<file path="src/rtl/ssc_pkg.sv">
`default_nettype none

package ssc_pkg;

  localparam int unsigned FrameBytesDefault = 9;
  localparam int unsigned CountW = 4;
  localparam int unsigned TempW = 16;

  localparam logic [7:0] CrcPoly = 8'h8C;
  localparam logic [7:0] ByteZero = 8'h00;
  localparam logic [7:0] ByteOnes = 8'hFF;

  localparam logic signed [TempW-1:0] LowLimitReset = 16'(-55 * 16);
  localparam logic signed [TempW-1:0] HighLimitReset = 16'(125 * 16);

  // register indexes
  localparam logic RegLowLimit = 1'b0;
  localparam logic RegHighLimit = 1'b1;

  // result status codes
  localparam logic [1:0] StatusOk = 2'd0;
  localparam logic [1:0] StatusBlank = 2'd1;
  localparam logic [1:0] StatusCrcBad = 2'd2;
  localparam logic [1:0] StatusRange = 2'd3;

  typedef struct packed {
    logic last;
    logic [1:0] status;
    logic signed [TempW-1:0] temp;
  } frame_res_t;

  // reflected CRC-8, one byte, LSB first
  function automatic logic [7:0] crc8_byte(input logic [7:0] crc_in, input logic [7:0] data);
    logic [7:0] crc;
    logic [7:0] b;
    logic mix;
    crc = crc_in;
    b = data;
    for (int i = 0; i < 8; i++) begin
      mix = crc[0] ^ b[0];
      crc = {1'b0, crc[7:1]};
      if (mix) begin
        crc = crc ^ CrcPoly;
      end
      b = {1'b0, b[7:1]};
    end
    return crc;
  endfunction

endpackage

`default_nettype wire

</file>
<file path="src/rtl/ssc_frame.sv">
`default_nettype none

module ssc_frame #(
  parameter int unsigned FRAME_BYTES = ssc_pkg::FrameBytesDefault
) (
  input  wire logic clk,
  input  wire logic rst,
  input  wire logic step,
  input  wire logic [7:0] byte_in,
  input  wire logic signed [ssc_pkg::TempW-1:0] low_limit,
  input  wire logic signed [ssc_pkg::TempW-1:0] high_limit,
  output ssc_pkg::frame_res_t res
);

  localparam logic [ssc_pkg::CountW-1:0] LastIdx = ssc_pkg::CountW'(FRAME_BYTES - 1);

  logic [ssc_pkg::CountW-1:0] byte_count;
  logic [7:0] crc_acc;
  logic all_zero_seen;
  logic all_ones_seen;
  logic [7:0] temp_low_byte;
  logic [7:0] temp_high_byte;

  logic is_last;
  logic zero_next;
  logic ones_next;
  logic signed [ssc_pkg::TempW-1:0] temp_raw;
  logic [1:0] status_sel;

  assign is_last = (byte_count == LastIdx);
  assign zero_next = all_zero_seen && (byte_in == ssc_pkg::ByteZero);
  assign ones_next = all_ones_seen && (byte_in == ssc_pkg::ByteOnes);
  assign temp_raw = {temp_high_byte, temp_low_byte};

  always_comb begin
    priority if (zero_next || ones_next) begin
      status_sel = ssc_pkg::StatusBlank;
    end else if (crc_acc != byte_in) begin
      status_sel = ssc_pkg::StatusCrcBad;
    end else if (temp_raw < low_limit || temp_raw > high_limit) begin
      status_sel = ssc_pkg::StatusRange;
    end else begin
      status_sel = ssc_pkg::StatusOk;
    end
  end

  assign res.last = is_last;
  assign res.status = status_sel;
  assign res.temp = (status_sel == ssc_pkg::StatusOk) ? temp_raw : '0;

  always_ff @(posedge clk) begin
    if (rst) begin
      byte_count <= '0;
      crc_acc <= '0;
      all_zero_seen <= 1'b1;
      all_ones_seen <= 1'b1;
      temp_low_byte <= '0;
      temp_high_byte <= '0;
    end else if (step) begin
      if (is_last) begin
        byte_count <= '0;
        crc_acc <= '0;
        all_zero_seen <= 1'b1;
        all_ones_seen <= 1'b1;
        temp_low_byte <= '0;
        temp_high_byte <= '0;
      end else begin
        byte_count <= byte_count + 1'b1;
        crc_acc <= ssc_pkg::crc8_byte(crc_acc, byte_in);
        all_zero_seen <= zero_next;
        all_ones_seen <= ones_next;
        if (byte_count == '0) begin
          temp_low_byte <= byte_in;
        end
        if (byte_count == ssc_pkg::CountW'(1)) begin
          temp_high_byte <= byte_in;
        end
      end
    end
  end

  a_count_bound: assert property (@(posedge clk) disable iff (rst)
    byte_count <= LastIdx)
    else $error("byte count ran past frame end");

  a_frame_clears: assert property (@(posedge clk) disable iff (rst)
    step && is_last |=> byte_count == '0 && crc_acc == '0 && all_zero_seen && all_ones_seen)
    else $error("frame state not cleared after last byte");

  a_count_steps: assert property (@(posedge clk) disable iff (rst)
    step && !is_last |=> byte_count == $past(byte_count) + 1'b1)
    else $error("byte count did not advance");

endmodule

`default_nettype wire

</file>
<file path="config.mk">
export PLATFORM = sky130hd
export DESIGN_NAME = ssc_frame
export DESIGN_NICKNAME = d
export VERILOG_FILES = /design/src/rtl/ssc_pkg.sv /design/src/rtl/ssc_frame.sv
export SDC_FILE = /design/constraint.sdc
export NUM_CORES = 1
export LEC_CHECK = 0
export BUFFER_PORTS_ARGS = -buffer_cell sky130_fd_sc_hd__buf_2
export CELL_PAD_IN_SITES_DETAIL_PLACEMENT = 1
export CELL_PAD_IN_SITES_GLOBAL_PLACEMENT = 2
export CORE_MARGIN = 2
export CORE_UTILIZATION = 30
export DETAILED_ROUTE_END_ITERATION = 8
export PLACE_DENSITY_LB_ADDON = 0.1
export SETUP_SLACK_MARGIN = 0.15
export SKIP_CTS_REPAIR_TIMING = 1
export SYNTH_ARGS = -nofsm -noshare
export SYNTH_HDL_FRONTEND = slang
export SYNTH_SLANG_ARGS = --single-unit
</file>
<file path="constraint.sdc">
create_clock -name clk -period 4.05 [get_ports clk]
set_clock_uncertainty 0.05 [all_clocks]
set_input_delay 0.6075 -clock clk [delete_from_list [all_inputs] [get_ports clk]]
set_output_delay 0.6075 -clock clk [all_outputs]
set_load 0.02 [all_outputs]
</file>
* Yosys cells after proc, flatten, opt, wreduce, memory -nomap -nowiden
Index checks and enable logic that the tools add are counted.
Widths: inputs -> output; s select.
** Word-level totals
- Flip-flop bits (word level) :: 30
- Output and inout port bits :: 19
- Word-level logic and storage cells :: 81
** Operators by class
- $add $sub $neg :: 1
- Magnitude comparators :: 2
- Equality and inequality tests :: 4
- Multiplexer cells :: 41
- Bitwise logic cells :: 16
- Reductions and logical operators :: 11
** Operators by type and width (number)
- $mux 8 :: 34
- $not 2->3 :: 8
- $gt 16x16->1 :: 1
- $lt 16x16->1 :: 1
- $mux 16 :: 1
- $eq 8x8->1 const B :: 1
- $logic_not 8->1 :: 1
- $ne 8x8->1 :: 1
- $xor 1x1->1 :: 8
- $mux 2 :: 3
- $add 4x1->4 const B :: 1
- $eq 4x1->1 const B :: 1
- $eq 4x4->1 const B :: 1
- $logic_not 4->1 :: 1
- $mux 4 :: 1
- $reduce_and 2->1 :: 2
- $reduce_bool 2->1 :: 2
- $logic_and 1x1->1 :: 2
- $logic_not 2->1 :: 1
- $logic_or 1x1->1 :: 2
- $mux 1 :: 2

* Depth between registers and ports, before layout
- Depth in word-level cells :: 38
- Depth in mapped cells :: 9
- Gate-level depth less buffers :: 8

* Worst setup path before layout
OpenSTA, ideal clock, no wires.
- Path kind :: input port to output port
- Start point :: input port high_limit[13] (netlist name)
- End point :: output port res[16] (netlist name)
- Data arrival time :: 2.714 ns
- Required time :: 3.392 ns
- Path slack :: 0.678 ns
- Stages on the path :: 8
- Buffers on the path :: 0
- Cell sequence :: inv_1 ha_1 nand4_2 nor3_1 a2111o_1 a2111oi_1 nor2_1 a31oi_1
** RTL lines
- start: declaration :: line ssc_frame.sv:11 : input wire logic signed [ssc_pkg::TempW-1:0] high_limit,
- end: declaration :: line ssc_frame.sv:12 : output ssc_pkg::frame_res_t res

==> results.md <==
* Commonest non-fill, non-tap cells in the layout: buf_2, nor2_1, inv_1, ha_1, dfxtp_1
* VDD IR max at 0.320 mV
* CTS Buf Count at 5
* Synth Cell Area at 2340 sq um
* Skew-Pair Late Insertion Delay at 290 ps
* Yosys cell types at 43
* CP cell instances: buf_2 > inv_1 > ha_1 > nand4_2 > or4_4 > a21oi_1 > a2111oi_1 > buf_4 > nor4b_4 > buf_4 > and2_1 > buf_2
* Net Count, Synth at 362
* Synth Warn # at 0
* Routed vias at 2,211
* Primary FF master, synth: dfxtp_1
* P_leak at 1.42 nW
* Final core occ at 37.1%
* Power per cell area at 392 nW/um^2
* Outcome: complete, no violations
* Final setup margin at 392 ps
* Post-synthesis mux area share at 0.428%
* Hold WC Path Type: register to register
* Vias in the first global route at 2,248
* Instance count of the mapped netlist at 285
* Root Buffer: clkbuf_8
* Total Nets Final at 427
* Main combinational cell family by area after synthesis: simple AND/OR/NAND/NOR gates
* Largest stage delay, worst path at 570 ps
* Largest net degree at the start of global routing at 29
* Worst Path Required at 3390 ps
* ANT nets after route at 0
* Min Tclk post-route at 3660 ps
* P_int at 714 uW
* Net Sw Frac at 35.8%
* TritonCTS clock tree: built
* Post-synth ARST share at 0%
* Setup_tns at 0 ps
* Unrepaired setup endpoints after global routing: false
* CP Class: primary input to output port
* Crit. End Element: output port
* Core footprint at 7650 sq um
* Die X at 92.3 um
* WL/cell at 15.1 um
* Psw at 398 uW
* Initial DRC Count at 53
* RD Place Congestion at 0.801
* Synth Area in Adders at 18.2%
* Sequential share of the synthesized area at 25.7%
* Yosys reg bits at 30
* Final period util at 90.3%
* HPWL after DPL at 5.44 mm
* Layout area overhead at 21.4%
* Hold Fails Final Rpt at 0
* Clock network power share at 20.8%
* H-tree levels at 2
* Flop pwr share at 34.0%
* Logic pwr share at 45.2%
* Share of cells above drive strength 1 at 21.1%
* Relative slew slack at 51.9%
* Fmax at 0.273 GHz
* Pre-Repair DR Iteration Count at 4
* Synth Area in Simple Gates at 20.2%
* Final WL at 6.82 mm
* Slew Limit Fails at 0
* Pre-CTS WS at 347 ps
* Antenna Cells at 0
* Setup-failing EPs final at 0
* Initial antenna violation count at 0
* Worst Path Buf+Inv at 5
* First-pass GRT wire length at 11.3 mm
* Die height at 92.3 um
* Critical-path maximum fanout at 11
* Worst path top cell family by delay: simple AND/OR/NAND/NOR gates
* Ports at 62
* Max-cap viol count at 0
* Post-synth EDFFs at 0
* Worst Path Arrival at 3000 ps
* Worst-margin pin slew at 703 ps
* Setup crit start kind: primary input
* IO buf count at 61
* Slowest CP cell: or4_4
* GRT overflow at 0
* CTS clk-pin slew, worst paths at 60 ps
* Post-Synth XOR/XNOR Area at 9.21%
* DIE AREA at 8510 sq um
* Residual DRC count at 0
* Initial Util at 30.6%
* Commonest non-fill, non-tap cell in the layout: buf_2
* Synth Area per Inst at 8.20 sq um
* GRT Total Usage at 16.9%
* Row count at 32
* Vias/cell at 4.89
* Clock Sinks at 30
* Clock Tree Buf Depth at 2
* Post-synthesis compound-gate area fraction at 19.1%
==> flip-flops by register name, summed over array words and instances (netlist names) <==
signal,cells
byte_count,4
all_ones_seen,1
temp_high_byte,8
all_zero_seen,1
crc_acc,8
temp_low_byte,8
==> kinds of logic after synthesis <==
group           after synthesis
fa+ha+maj                    34
simple gates                 91
flops                        30
buf+inv                      42
compound gates               64
mux                           1
xor+xnor                     23
==> power groups by stage <==
stage,registers [mW],clock network [mW],logic (mW)
2_1_floorplan,0.376,0,0.412
3_3_place_gp,0.385,0,0.503
6_report,0.378,0.231,0.503
5_1_grt,0.385,0.251,0.564
3_5_place_dp,0.387,0,0.506
4_1_cts,0.380,0.241,0.511
==> stage by stage <==
stage	cell area, sq um	hold slack, ps	instances	total power, mW
6_report	2840	430	452	1.11
2_1_floorplan	2340	402	285	0.787
4_1_cts	2840	435	452	1.13
3_5_place_dp	2760	426	445	0.893
5_1_grt	2840	461	452	1.20
3_3_place_gp	2760	413	445	0.889
==> worst register-to-register path: stages (launching register included) <==
cell and delay, ps:
dfxtp_1 320, xnor2_1 340, xnor2_1 270, xnor3_1 320, xnor2_1 130, or3_1 310
a21oi_1 140
==> cell usage after synthesis (2+ instances only) <==
master     number  area (sq um)
a2111oi_0       2          17.5
nor2_1         37           139
ha_1           34           425
a21oi_1        13          65.1
xor2_1          3          26.3
a31oi_1         4          25.0
dfxtp_1        30           601
nor4_1          2          12.5
a21o_1          4          30.0
and2_1         17           106
o21ai_0         6          30.0
a22oi_1        24           180
nor3_1          3          15.0
nand3_1         2          10.0
or4_1           2          15.0
or3_1           2          12.5
inv_1          35           131
nand2_1        12          45.0
xnor2_1        19           166
clkbuf_1        3          11.3
nand4_1         9          56.3
==> area by class of cell <==
type / count / area (sq um)
Inverter: 36 / 135
Timing Repair Buffer: 64 / 328
Sequential cell: 30 / 601
Fill cell: 944 / 4810
Tap cell: 102 / 128
Clock buffer: 5 / 68.8
Clock inverter: 2 / 10.0
Multi-Input combinational cell: 213 / 1570
==> final timing paths <==
kind	cells past startpoint	startpoint	endpoint	slack [ps]
max	12	high_limit[15]	res[7]	390
min reg2reg	2	crc_acc[2]	crc_acc[2]	430
max reg2reg	6	crc_acc[4]	crc_acc[2]	2110
min	2	crc_acc[2]	crc_acc[2]	430
==> metal layers <==
metal | track usage [%] | vias to the layer above | wire (um)
li1 | - | 1133 | -
met1 | 21.1 | 1027 | 3160
met2 | 30.1 | 44 | 3320
met3 | 2.47 | 7 | 241
met4 | 5.22 | 0 | 96
met5 | 0 | - | 0
Power figures use the tool's default switching activity.
